[src/design/best_fit_allocator_top_macros.svh]
// Assertion macros for the best-fit allocator.
`ifndef BEST_FIT_ALLOCATOR_TOP_MACROS_SVH
`define BEST_FIT_ALLOCATOR_TOP_MACROS_SVH
`ifndef SYNTH
`define BFA_ASSERT(lbl, prop, msg) \
  lbl: assert property (@(posedge clk) disable iff (rst) prop) else $error(msg);
`define BFA_NEVER(lbl, expr, msg) \
  lbl: assert property (@(posedge clk) disable iff (rst) !(expr)) else $error(msg);
`else
`define BFA_ASSERT(lbl, prop, msg)
`define BFA_NEVER(lbl, expr, msg)
`endif
`endif

[src/design/bfa_pkg.sv]
// Shared constants, types and codes of the best-fit allocator.
package bfa_pkg;

  localparam int SLOTS        = 64;
  localparam int IDX_W        = $clog2(SLOTS);
  localparam int CNT_W        = IDX_W + 1;
  localparam int PAGE_SHIFT   = 12;
  localparam int PAGE_BYTES   = 1 << PAGE_SHIFT;
  localparam int HEADER_BYTES = 16;
  localparam int PAGE_PAYLOAD = PAGE_BYTES - HEADER_BYTES;
  localparam int ADDR_W       = 32;
  localparam int SIZE_W       = 12;
  localparam int REQ_W        = 16;
  localparam int STAMP_W      = 16;
  localparam int PAGES_W      = 17;
  localparam int CFG_INDEX_W  = 2;

  typedef enum logic [1:0] {
    ST_GRANTED   = 2'd0,
    ST_ZERO_SIZE = 2'd1,
    ST_TOO_LARGE = 2'd2,
    ST_NO_MEMORY = 2'd3
  } status_t;

  typedef enum logic [CFG_INDEX_W-1:0] {
    REG_POOL_BASE  = 2'd0,
    REG_PAGE_LIMIT = 2'd1
  } cfg_reg_t;

  typedef enum logic [1:0] {
    S_IDLE,
    S_SCAN,
    S_DECIDE,
    S_COMMIT
  } state_t;

  typedef struct packed {
    logic [ADDR_W-1:0]  addr;
    logic [SIZE_W-1:0]  size;
    logic [STAMP_W-1:0] order;
  } slot_t;

  typedef struct packed {
    logic             en;
    logic [IDX_W-1:0] idx;
    slot_t            entry;
  } table_wr_t;

  typedef struct packed {
    logic             en;
    logic [IDX_W-1:0] idx;
  } table_clr_t;

  typedef struct packed {
    logic              best_found;
    logic [IDX_W-1:0]  best_idx;
    logic [ADDR_W-1:0] best_addr;
    logic [SIZE_W-1:0] best_size;
    logic              free_found;
    logic [IDX_W-1:0]  free_idx;
  } scan_res_t;

endpackage

[src/design/best_fit_allocator_top.sv]
// Best-fit allocator top level: control sequencer, pool state and result register.
// Each request of 1 to 4080 bytes reads every entry of the 64-entry free-slot
// table through the table's single read port, one entry per cycle; the request
// then passes through the decide and commit states, and the next request is
// taken right after the commit. Zero-size and oversize requests skip the scan
// and go straight to the commit. The result sits in an output register, so a
// request may be accepted while the previous result still waits; the commit
// waits only when that register is still full.
// Configuration writes are taken every cycle and take effect at once; write
// them only while no request is in flight. No clearing pass follows reset.
`include "best_fit_allocator_top_macros.svh"

module best_fit_allocator_top (
  input  logic                            clk,
  input  logic                            rst,
  input  logic                            in_valid,
  output logic                            in_ready,
  input  logic [bfa_pkg::REQ_W-1:0]       request_size,
  output logic                            out_valid,
  input  logic                            out_ready,
  output logic [1:0]                      status,
  output logic [bfa_pkg::ADDR_W-1:0]      payload_address,
  output logic [bfa_pkg::SIZE_W-1:0]      granted_size,
  input  logic                            cfg_valid,
  output logic                            cfg_ready,
  input  logic [bfa_pkg::CFG_INDEX_W-1:0] cfg_index,
  input  logic [bfa_pkg::ADDR_W-1:0]      cfg_data
);

  bfa_pkg::state_t              state, state_next;
  logic [bfa_pkg::ADDR_W-1:0]   pool_base;
  logic [bfa_pkg::PAGES_W-1:0]  page_limit;
  logic [bfa_pkg::PAGES_W-1:0]  pages_used;
  logic [bfa_pkg::STAMP_W-1:0]  stamp;
  logic [bfa_pkg::CNT_W-1:0]    rd_cnt;
  logic [bfa_pkg::SIZE_W-1:0]   req_sz;
  logic                         refused;
  bfa_pkg::status_t             res_status;
  logic [bfa_pkg::ADDR_W-1:0]   res_addr;
  logic [bfa_pkg::SIZE_W-1:0]   res_ssize;
  logic                         take_best;
  logic                         tail_ok;
  logic [bfa_pkg::IDX_W-1:0]    tail_idx;

  logic                         accept;
  logic                         out_free;
  logic                         issue;
  logic                         start;
  logic                         scan_done;
  logic                         split;
  logic [bfa_pkg::SIZE_W-1:0]   rem;
  logic [bfa_pkg::ADDR_W-1:0]   page_addr;

  bfa_pkg::slot_t               rd_entry;
  logic                         rd_valid;
  bfa_pkg::table_wr_t           tbl_wr;
  bfa_pkg::table_clr_t          tbl_clr;
  bfa_pkg::scan_res_t           scan_res;

  assign cfg_ready = 1'b1;
  assign in_ready  = (state == bfa_pkg::S_IDLE);
  assign accept    = in_valid && in_ready;
  assign out_free  = !out_valid || out_ready;
  assign issue     = (state == bfa_pkg::S_SCAN) && (rd_cnt != bfa_pkg::CNT_W'(bfa_pkg::SLOTS));
  assign scan_done = (state == bfa_pkg::S_SCAN) && (rd_cnt == bfa_pkg::CNT_W'(bfa_pkg::SLOTS));
  assign start     = accept;
  assign page_addr = pool_base + (bfa_pkg::ADDR_W'(pages_used) << bfa_pkg::PAGE_SHIFT);
  assign rem       = res_ssize - req_sz;
  assign split     = !refused && tail_ok && (rem > bfa_pkg::SIZE_W'(bfa_pkg::HEADER_BYTES));

  bfa_table u_table (
    .clk      (clk),
    .rst      (rst),
    .rd_idx   (rd_cnt[bfa_pkg::IDX_W-1:0]),
    .rd_entry (rd_entry),
    .rd_valid (rd_valid),
    .wr       (tbl_wr),
    .clr      (tbl_clr)
  );

  bfa_scan u_scan (
    .clk       (clk),
    .rst       (rst),
    .start     (start),
    .issue     (issue),
    .issue_idx (rd_cnt[bfa_pkg::IDX_W-1:0]),
    .rd_entry  (rd_entry),
    .rd_valid  (rd_valid),
    .req_sz    (req_sz),
    .stamp     (stamp),
    .res       (scan_res)
  );

  always_ff @(posedge clk) begin
    if (rst) begin
      state <= bfa_pkg::S_IDLE;
    end else begin
      state <= state_next;
    end
  end

  always_comb begin
    state_next    = state;
    tbl_wr.en     = 1'b0;
    tbl_wr.idx    = tail_idx;
    tbl_wr.entry  = '{addr:  res_addr + bfa_pkg::ADDR_W'(bfa_pkg::HEADER_BYTES)
                             + bfa_pkg::ADDR_W'(req_sz),
                      size:  rem - bfa_pkg::SIZE_W'(bfa_pkg::HEADER_BYTES),
                      order: stamp};
    tbl_clr.en    = 1'b0;
    tbl_clr.idx   = tail_idx;
    unique case (state)
      bfa_pkg::S_IDLE: begin
        if (accept) begin
          if ((request_size == '0) ||
              (request_size > bfa_pkg::REQ_W'(bfa_pkg::PAGE_PAYLOAD))) begin
            state_next = bfa_pkg::S_COMMIT;
          end else begin
            state_next = bfa_pkg::S_SCAN;
          end
        end
      end
      bfa_pkg::S_SCAN: begin
        if (scan_done) begin
          state_next = bfa_pkg::S_DECIDE;
        end
      end
      bfa_pkg::S_DECIDE: begin
        state_next = bfa_pkg::S_COMMIT;
      end
      bfa_pkg::S_COMMIT: begin
        if (out_free) begin
          tbl_wr.en  = split;
          tbl_clr.en = !refused && take_best;
          state_next = bfa_pkg::S_IDLE;
        end
      end
      default: state_next = bfa_pkg::S_IDLE;
    endcase
  end

  // Configuration registers.
  always_ff @(posedge clk) begin
    if (rst) begin
      pool_base  <= '0;
      page_limit <= bfa_pkg::PAGES_W'(256);
    end else if (cfg_valid && cfg_ready) begin
      if (cfg_index == bfa_pkg::REG_POOL_BASE) begin
        pool_base <= cfg_data;
      end else if (cfg_index == bfa_pkg::REG_PAGE_LIMIT) begin
        page_limit <= cfg_data[bfa_pkg::PAGES_W-1:0];
      end
    end
  end

  // Pool and insertion counters, scan counter.
  always_ff @(posedge clk) begin
    if (rst) begin
      pages_used <= '0;
      stamp      <= '0;
      rd_cnt     <= '0;
    end else begin
      if (accept) begin
        rd_cnt <= '0;
      end else if (issue) begin
        rd_cnt <= rd_cnt + bfa_pkg::CNT_W'(1);
      end
      if ((state == bfa_pkg::S_DECIDE) && !scan_res.best_found &&
          (pages_used < page_limit)) begin
        pages_used <= pages_used + bfa_pkg::PAGES_W'(1);
      end
      if (tbl_wr.en) begin
        stamp <= stamp + bfa_pkg::STAMP_W'(1);
      end
    end
  end

  // Per-request working registers.
  always_ff @(posedge clk) begin
    if (accept) begin
      req_sz  <= request_size[bfa_pkg::SIZE_W-1:0];
      if (request_size == '0) begin
        refused    <= 1'b1;
        res_status <= bfa_pkg::ST_ZERO_SIZE;
      end else if (request_size > bfa_pkg::REQ_W'(bfa_pkg::PAGE_PAYLOAD)) begin
        refused    <= 1'b1;
        res_status <= bfa_pkg::ST_TOO_LARGE;
      end else begin
        refused    <= 1'b0;
        res_status <= bfa_pkg::ST_GRANTED;
      end
    end else if (state == bfa_pkg::S_DECIDE) begin
      take_best <= scan_res.best_found;
      if (scan_res.best_found) begin
        res_addr  <= scan_res.best_addr;
        res_ssize <= scan_res.best_size;
        tail_ok   <= 1'b1;
        tail_idx  <= scan_res.best_idx;
      end else if (pages_used >= page_limit) begin
        refused    <= 1'b1;
        res_status <= bfa_pkg::ST_NO_MEMORY;
      end else begin
        res_addr  <= page_addr;
        res_ssize <= bfa_pkg::SIZE_W'(bfa_pkg::PAGE_PAYLOAD);
        tail_ok   <= scan_res.free_found;
        tail_idx  <= scan_res.free_idx;
      end
    end
  end

  // Result register: hold until taken.
  always_ff @(posedge clk) begin
    if (rst) begin
      out_valid <= 1'b0;
    end else if ((state == bfa_pkg::S_COMMIT) && out_free) begin
      out_valid <= 1'b1;
    end else if (out_ready) begin
      out_valid <= 1'b0;
    end
  end

  always_ff @(posedge clk) begin
    if ((state == bfa_pkg::S_COMMIT) && out_free) begin
      status <= res_status;
      if (refused) begin
        payload_address <= '0;
        granted_size    <= '0;
      end else begin
        payload_address <= res_addr + bfa_pkg::ADDR_W'(bfa_pkg::HEADER_BYTES);
        granted_size    <= split ? req_sz : res_ssize;
      end
    end
  end

  `BFA_ASSERT(a_one_at_a_time, (in_valid && in_ready) |=> !in_ready, "second word accepted during a request")
  `BFA_ASSERT(a_page_in_limit, (!$past(rst) && (pages_used != $past(pages_used))) |-> ($past(pages_used) < $past(page_limit)), "page carved beyond the pool limit")
  `BFA_ASSERT(a_best_fits, ((state == bfa_pkg::S_COMMIT) && take_best && !refused) |-> (res_ssize >= req_sz), "chosen slot smaller than request")
  `BFA_ASSERT(a_stamp_on_insert, (!$past(rst) && (stamp != $past(stamp))) |-> $past(tbl_wr.en), "insertion stamp moved without a table insert")

endmodule

[src/design/bfa_table.sv]
// Free-slot table: one synchronous memory plus per-entry valid flops.
module bfa_table (
  input  logic                      clk,
  input  logic                      rst,
  input  logic [bfa_pkg::IDX_W-1:0] rd_idx,
  output bfa_pkg::slot_t            rd_entry,
  output logic                      rd_valid,
  input  bfa_pkg::table_wr_t        wr,
  input  bfa_pkg::table_clr_t       clr
);

  bfa_pkg::slot_t           mem [bfa_pkg::SLOTS];
  logic [bfa_pkg::SLOTS-1:0] valid;
  logic [bfa_pkg::SLOTS-1:0] valid_next;

  always_ff @(posedge clk) begin
    if (wr.en) begin
      mem[wr.idx] <= wr.entry;
    end
    rd_entry <= mem[rd_idx];
    rd_valid <= valid[rd_idx];
  end

  // A taken slot may be refilled with its own tail: set wins over clear.
  always_comb begin
    valid_next = valid;
    if (clr.en) begin
      valid_next[clr.idx] = 1'b0;
    end
    if (wr.en) begin
      valid_next[wr.idx] = 1'b1;
    end
  end

  always_ff @(posedge clk) begin
    if (rst) begin
      valid <= '0;
    end else begin
      valid <= valid_next;
    end
  end

endmodule

[src/design/bfa_scan.sv]
// Best-fit compare unit: walks the table reads and keeps the best candidate.
module bfa_scan (
  input  logic                        clk,
  input  logic                        rst,
  input  logic                        start,
  input  logic                        issue,
  input  logic [bfa_pkg::IDX_W-1:0]   issue_idx,
  input  bfa_pkg::slot_t              rd_entry,
  input  logic                        rd_valid,
  input  logic [bfa_pkg::SIZE_W-1:0]  req_sz,
  input  logic [bfa_pkg::STAMP_W-1:0] stamp,
  output bfa_pkg::scan_res_t          res
);

  logic                        cmp_valid;
  logic [bfa_pkg::IDX_W-1:0]   cmp_idx;
  logic [bfa_pkg::SIZE_W-1:0]  best_rem;
  logic [bfa_pkg::STAMP_W-1:0] best_age;
  logic                        fits;
  logic                        better;
  logic [bfa_pkg::SIZE_W-1:0]  rem;
  logic [bfa_pkg::STAMP_W-1:0] age;

  // Read data arrives in the cycle after its index is issued.
  always_ff @(posedge clk) begin
    if (rst) begin
      cmp_valid <= 1'b0;
    end else begin
      cmp_valid <= issue;
    end
    cmp_idx <= issue_idx;
  end

  always_comb begin
    fits   = cmp_valid && rd_valid && (rd_entry.size >= req_sz);
    rem    = rd_entry.size - req_sz;
    age    = stamp - bfa_pkg::STAMP_W'(1) - rd_entry.order;
    // Strict compares keep the lowest index on a full tie.
    better = fits && (!res.best_found || (rem < best_rem) ||
                      ((rem == best_rem) && (age < best_age)));
  end

  always_ff @(posedge clk) begin
    if (rst || start) begin
      res.best_found <= 1'b0;
      res.free_found <= 1'b0;
    end else begin
      if (better) begin
        res.best_found <= 1'b1;
        res.best_idx   <= cmp_idx;
        res.best_addr  <= rd_entry.addr;
        res.best_size  <= rd_entry.size;
        best_rem       <= rem;
        best_age       <= age;
      end
      if (cmp_valid && !rd_valid && !res.free_found) begin
        res.free_found <= 1'b1;
        res.free_idx   <= cmp_idx;
      end
    end
  end

endmodule

[config.mk]
export PLATFORM = sky130hd
export DESIGN_NAME = best_fit_allocator_top
export DESIGN_NICKNAME = d
export VERILOG_FILES = /design/src/design/bfa_pkg.sv /design/src/design/best_fit_allocator_top.sv /design/src/design/bfa_table.sv /design/src/design/bfa_scan.sv
export VERILOG_INCLUDE_DIRS = /design/src /design/src/design
export SDC_FILE = /design/constraint.sdc
export NUM_CORES = 2
export LEC_CHECK = 0
export ABC_AREA = 1
export BUFFER_PORTS_ARGS = -buffer_cell sky130_fd_sc_hd__clkbuf_2
export CORE_UTILIZATION = 25
export DETAILED_ROUTE_END_ITERATION = 8
export PLACE_DENSITY = 0.41
export SLEW_MARGIN = 20
export SYNTH_ARGS = -nofsm -noshare
export SYNTH_HDL_FRONTEND = slang
export SYNTH_SLANG_ARGS = --single-unit
[constraint.sdc]
create_clock -name clk -period 9.3 [get_ports clk]
set_clock_uncertainty 0.2 [all_clocks]
set_input_delay 0.465 -clock clk [delete_from_list [all_inputs] [get_ports clk]]
set_output_delay 0.465 -clock clk [all_outputs]
set_load 0.02 [all_outputs]
Word level (Yosys, flattened, before mapping)
Memories as Yosys holds them, arrays and structs flattened. A register that Yosys moved wholly into a read port is not among the register bits.
Index checks and enable logic that the tools add are counted.
{ "totals": {"regBits": 363, "mem_bits_rw": 3840, "in_bits": 55, "output_inout_bits": 49, "wordCells": 150, "mem_count": 1} }
{ "mem_list": {"columns": ["name", "words", "word_bits", "read_ports", "rd_ports_with_merged_regs", "wr", "line", "rtl"], "rows": [
  ["u_table.mem", 64, 60, 1, 1, 1, "bfa_table.sv:12", "bfa_pkg::slot_t mem [bfa_pkg::SLOTS];"]
]} }
{ "op_classes": {"add_sub_neg": 11, "order_cmp": 10, "eq_ne": 12, "n_mux": 39, "bitwise": 6, "n_reduce_logical": 41} }
{ "op_table": {"columns": ["cell", "count"], "rows": [
  ["$mux W64", 2],
  ["$and A64 B64 Y64", 1],
  ["$mux W32", 2],
  ["$not A64 Y64", 1],
  ["$or A64 B64 Y64", 1],
  ["$mux W12", 3],
  ["$add A32 B12 Y32", 1],
  ["$add A32 B29 Y32", 1],
  ["$add A32 B5 Y32 const B", 1],
  ["$sub A12 B12 Y12", 2],
  ["$mux W2", 10],
  ["$add A17 B1 Y17 const B", 1],
  ["$ge A17 B17 Y1", 1],
  ["$lt A17 B17 Y1", 1],
  ["$mux W1", 17],
  ["$add A16 B1 Y16 const B", 1],
  ["$gt A16 B12 Y1 const B", 1],
  ["$logic_and A1 B1 Y1", 16],
  ["$logic_not A16 Y1", 1],
  ["$lt A16 B16 Y1", 1],
  ["$sub A16 B1 Y16 const B", 1],
  ["$sub A16 B16 Y16", 1],
  ["$lt A6 B7 Y1 const B", 2],
  ["$eq A12 B12 Y1", 1],
  ["other kinds (24)", 49]
]} }

Longest topological paths before layout
{ "logic_depth": {"word_depth": 9, "ltp_mapped": 23, "mapped_depth_nobuf": 21} }

Cells and area by module
Synthesis repeated with hierarchy kept, for this count alone.
{ "hier_totals": {"hier_cells": 15262, "hier_area_um2": 175577.1} }
{ "modules_own_cells": {"columns": ["module", "instances", "cells_per_inst", "area_each_um2", "seq_area_each_um2"], "rows": [
  ["bfa_table", 1, 13076, 157881.4, 117813.0],
  ["best_fit_allocator_top", 1, 1709, 12762.2, 5235.0],
  ["bfa_scan", 1, 477, 4933.5, 2702.6]
]} }

Worst setup path after synthesis
Ideal clock, no wire load.
{ "synth_timing": {"kind": "register to register", "from": "register stamp[0] in the netlist's numbering", "to": "register u_scan.best_age[0] in the netlist's numbering, enable pin", "setup_ps": 540, "arrival_ps": 7361, "t_required_ps": 8560, "path_slack_ps": 1198, "path_stages_with_launch": 16, "n_path_buf": 0, "synth_period_minus_slack_ps": 8102, "path_cell_list": "dfxtp_1 -> ha_1 -> fa_1 -> nand3_1 -> nand2_1 -> a21oi_1 -> o21ai_0 -> nand3_1 -> o21ai_0 -> xor2_1 -> ha_1 -> a21boi_0 -> o21a_1 -> nor4b_1 -> nand2_1 -> a21oi_1"} }
{ "synth_between": {"elab_chain_len": 7} }
{ "synth_lines": {"columns": ["element", "line", "rtl"], "rows": [
  ["start, declared", "best_fit_allocator_top.sv:34", "logic [bfa_pkg::STAMP_W-1:0] stamp;"],
  ["start signal, assigned", "best_fit_allocator_top.sv:173", "stamp <= stamp + bfa_pkg::STAMP_W'(1);"],
  ["$sub A16 B1 Y16", "bfa_scan.sv:37", "age = stamp - bfa_pkg::STAMP_W'(1) - rd_entry.order;"],
  ["$sub A16 B16 Y16", "bfa_scan.sv:37", null],
  ["net u_scan.age, one bit", "bfa_scan.sv:22", "logic [bfa_pkg::STAMP_W-1:0] age;"],
  ["$lt A16 B16 Y1", "bfa_scan.sv:40", "((rem == best_rem) && (age < best_age)));"],
  ["$logic_and A1 B1 Y1", "bfa_scan.sv:40", null],
  ["$logic_or A1 B1 Y1", "bfa_scan.sv:39", "better = fits && (!res.best_found || (rem < best_rem) ||"],
  ["$logic_and A1 B1 Y1", "bfa_scan.sv:39", null],
  ["$reduce_and A2 Y1 (no source line)", null, null],
  ["end signal, assigned", "bfa_scan.sv:54", "best_age <= age;"],
  ["end, declared", "bfa_scan.sv:18", "logic [bfa_pkg::STAMP_W-1:0] best_age;"]
]} }
The timed path passes the listed nets, and every way through them passes these cells.
A chain may end at the register's enable or synchronous reset.

Worst setup path in the final report
{ "layout_timing": {"from": "register req_sz[0] in the netlist's numbering", "to": "memory u_table.mem[18][14] in the netlist's numbering, enable pin"} }
{ "layout_between": {"elab_chain_len": 7} }
{ "layout_lines": {"columns": ["element", "line", "rtl"], "rows": [
  ["start, declared", "best_fit_allocator_top.sv:36", "logic [bfa_pkg::SIZE_W-1:0] req_sz;"],
  ["start signal, assigned", "best_fit_allocator_top.sv:181", "req_sz <= request_size[bfa_pkg::SIZE_W-1:0];"],
  ["$sub A12 B12 Y12", "best_fit_allocator_top.sv:68", "assign rem = res_ssize - req_sz;"],
  ["$gt A12 B5 Y1", "best_fit_allocator_top.sv:69", "assign split = !refused && tail_ok && (rem > bfa_pkg::SIZE_W'(bfa_pkg::HEADER_BYTES));"],
  ["$logic_and A1 B1 Y1", "best_fit_allocator_top.sv:69", null],
  ["$mux W1", "best_fit_allocator_top.sv:132", "if (out_free) begin"],
  ["$mux W1", "best_fit_allocator_top.sv:112", "unique case (state)"],
  ["$mux W1", "bfa_table.sv:17", "if (wr.en) begin"],
  ["$mux W1 (not written as such)", "bfa_table.sv:18", "mem[wr.idx] <= wr.entry;"],
  ["end, declared", "bfa_table.sv:12", null]
]} }
No other way between the ends.

==> impl_metrics.csv <==
group,metric,value,unit
run_status,outcome,"complete, no violations",
yosys,synthTopCellsByArea,"edfxtp_1 (71%), o21ai_0 (6.2%), nor2_1 (5.3%)",
global_routing,grt_pass1_vias,109000,
yosys,synth-xor-area-share,0.00475,
yosys,synth-compound-area-share,0.122,
critical_path,ff2ff_path_depth,17,
sta,fin_tns_setup,0,ns
yosys,synth-simple-area-share,0.0987,
critical_path,crit_path_start_kind,"register",
cts,cts_tree,"done",
layout,synthToLayoutAreaGrowth,15.5,%
power,max-vdd-ir-drop,0.343,mV
critical_path,r2r-end,"u_table.mem[18][14]$_DFFE_PP_",
yosys,yosys_warnings,0,
critical_path,crit_fanout,59,
global_routing,gr-total-overflow,0,
sta,fin_ws,3.49,ns
layout,drive_above_1_share,0.0854,
sta,slew_headroom,0.198,
yosys,ys_ff_latch,4263,
cts,cts_resized,0,
yosys,syn_nets,13800,
flow_run,maxCapViolCount,0,
critical_path,arrival,6.24,ns
sta,slew_viol_final,0,
cts,ctsLongestPathBuffers,4,
critical_path,crit_path_start,"req_sz[0]$_DFFE_PP_",
critical_path,r2r-start,"req_sz[0]$_DFFE_PP_",
die,initial_core_util,0.251,
power,p_leak,62.1,nW
power,power_density,267,nW/µm²
cts,cts_root_buffer,"clkbuf_16",
yosys,synth_cells,13600,
sta,grt_setup_unrepaired,"no",
layout,multi_input_area,40800,µm²
die,fp.dieArea,689000,µm²
hold_path,hp-class,"input pin to register",
routing,ant_nets,0,
yosys,seq_area_frac_synth,0.734,
cts,cts.sinks,4263,
cts,clock_latency,1.05,ns
sta,worstMarginPinSlew,1.20,ns
placed_design,hpwlAfterDp,366000,µm
yosys,synth_top_family_by_area,"compound AO/OA/AOI/OAI gates",
yosys,yosys.area_share.adder,0.00949,
routing,dr.pass1.iters,6,
routing,vias,115000,
yosys,ys_types,63,
sta,fin_crit,5.81,ns
global_routing,grt_max_degree,172,
die,die_y,830,µm
die,dieWidth,830,µm
critical_path,critPathKind,"register to register",
yosys,syn_area_per_cell,12.6,µm²
routing,wl,656000,µm
layout,finalNetCount,13800,
layout,n_fill_cell,69300,
sta,fmax,172,MHz
yosys,netlist_area,171000,µm²
critical_path,cp-end-kind,"register",
global_routing,grt_pass1_wl,902000,µm
placed_design,place.gp.congestion,0.793,
global_routing,antenna_found_initial,68,
critical_path,ff2ff_setup_slack,3.49,ns
yosys,synth_enable_flop_cells,4037,
routing,drtIter0Drc,13300,
yosys,synth-async-reset-ratio,0,
die,core_area,682000,µm²
sta,finalHoldViolCount,0,
layout,regArea,126000,µm²
critical_path,required,9.72,ns
routing,drc_errors,0,
cts,htreeDepth,5,
yosys,synth_ff_type,"edfxtp_1",
routing,viasPerCell,4.98,
cts,clk_pin_slew,0.06,ns
yosys,synthMuxAreaShare,0.000117,
die,rows,303,
global_routing,grt_use_total,0.183,
cts,cts-buffers-inserted,456,
placed_design,io_buffers,102,
die,io_pins,104,
critical_path,cp-endpoint,"u_table.mem[18][14]$_DFFE_PP_",
sta,fin_crit_sh,0.625,
routing,routedWlPerCell,28.5,µm
yosys,yosysTopAreaCell,"edfxtp_1",
placed_design,pre_cts_slack,3.55,ns
sta,setup_violations,0,
yosys,synth_top_area_share,0.707,
==> cell usage in the layout, fill, tap and decap left out, types with 21 or more instances in the layout <==
cell and instances:
o21ai_1 22, a21oi_1 283, o21ai_0 2126, ha_1 120, xor2_1 54, nor2_1 2431, buf_12 36, dfxtp_1 203
clkbuf_16 461, nor3_1 49, nand2_1 1010, o211ai_1 203, o221ai_1 200, o22ai_1 638, diode_2 21, bufinv_16 25
clkbuf_1 119, dlygate4sd3_1 86, clkinv_1 109, buf_4 219, nand3_1 419, o31ai_1 69, clkbuf_2 101, inv_1 300
o21bai_1 22, a31oi_1 44, nand4_1 154, inv_6 72, clkinv_2 78, edfxtp_1 4037
==> kinds of logic (layout without fill, tap and decap cells) <==
kind of cell | Yosys count | count (layout)
xor gates and xnor gates | 93 | 93
buffers and inverters | 1291 | 1668
and+or+nand+nor | 4161 | 4161
DFF | 4263 | 4263
muxes | 2 | 2
AOI/OAI and AO/OA | 3661 | 3661
adders and majority gates | 127 | 127
other | 1 | 22
==> worst min-delay path by stage <==
stage          cells after the start                     endpoint                         start  slack [ns]
2_1_floorplan                      0    u_scan.cmp_idx[4]$_DFF_P_        rd_cnt[4]$_SDFFE_PP0P_        0.13
3_3_place_gp                       0     u_scan.res[32]$_DFFE_PP_  u_table.rd_entry[41]$_DFF_P_        0.19
3_5_place_dp                       0     u_scan.res[32]$_DFFE_PP_  u_table.rd_entry[41]$_DFF_P_        0.19
4_1_cts                            4  page_limit[14]$_SDFFE_PP0P_                  cfg_data[14]      0.0004
5_1_grt                            4  page_limit[14]$_SDFFE_PP0P_                  cfg_data[14]        0.08
6_report                           4    pool_base[1]$_SDFFE_PP0P_                   cfg_data[1]        0.09
==> worst max-delay path, cell delays in order (launching register included) <==
cell	delay, ns
edfxtp_1	0.50
ha_1	0.28
fa_1	0.38
inv_1	0.13
nand2_1	0.08
a21oi_1	0.17
xor2_1	0.41
clkinv_2	0.12
ha_1	0.23
inv_1	0.16
nand2_1	0.07
nand3_1	0.08
nor2_1	0.08
nand2_4	0.58
buf_4	0.35
nand4_1	0.23
inv_6	0.51
buf_4	0.65
==> sequential cells by signal (all words and copies together) (netlist names), 16 cells and up <==
name / flops
payload_address: 32
stamp: 16
u_table.valid: 64
pool_base: 32
pages_used: 17
u_table.rd_entry: 60
u_scan.best_age: 16
res_addr: 32
u_table.mem: 3840
u_scan.res: 58
page_limit: 17
==> power by group <==
group	leakage [nW]	internal, mW	total (mW)	switching (mW)
clock	7.00	9.93	17.9	7.98
sequential	36.8	23.2	23.5	0.320
combinational	18.2	2.31	11.5	9.22
==> final cells by class <==
type | count | area share
Multi-Input combinational cell | 8045 | 0.206
Inverter | 382 | 0.00925
Clock buffer | 596 | 0.0617
Antenna cell | 21 | 0.000266
Clock inverter | 246 | 0.0108
Sequential cell | 4263 | 0.636
Timing Repair Buffer | 444 | 0.0191
Tap cell | 8997 | 0.0569
==> cell usage after synthesis, types with 46 or more instances <==
library cell	n
o221ai_1	200
o21ai_0	2128
nand4_1	154
o211ai_1	203
xor2_1	72
buf_2	220
a31oi_1	46
clkbuf_1	594
o22ai_1	638
nor3_1	49
dfxtp_1	226
inv_1	372
a21oi_1	285
ha_1	122
nand3_1	420
edfxtp_1	4037
o31ai_1	69
nor2_1	2437
buf_4	53
nand2_1	1019
==> timing repair <==
item | in CTS | in global routing
hold endpoints to repair | 114 | 0
buffers inserted | 0 | 0
hold buffers | 86 | 0
==> metal layers <==
layer / vias to the layer above / routed length [µm] / track usage
met5: - / 217 / 0
met4: 34 / 18900 / 0.0478
met3: 789 / 48800 / 0.0350
met2: 4234 / 291000 / 0.281
met1: 59200 / 297000 / 0.263
li1: 50200 / - / -
==> stage by stage <==
step                      power (mW)  cells  area (µm²)   util  hold slack, ns
after floorplan                 29.8  13600      171000      -           0.126
after global placement          35.4  22000      183000  0.268           0.186
after detailed placement        35.4  22000      183000  0.268           0.189
after CTS                       53.3  23000      198000  0.290        0.000356
after global routing            54.8  23000      198000  0.290          0.0762
final                           52.9  23000      198000  0.290          0.0942
(Power assumes the default switching activity.)
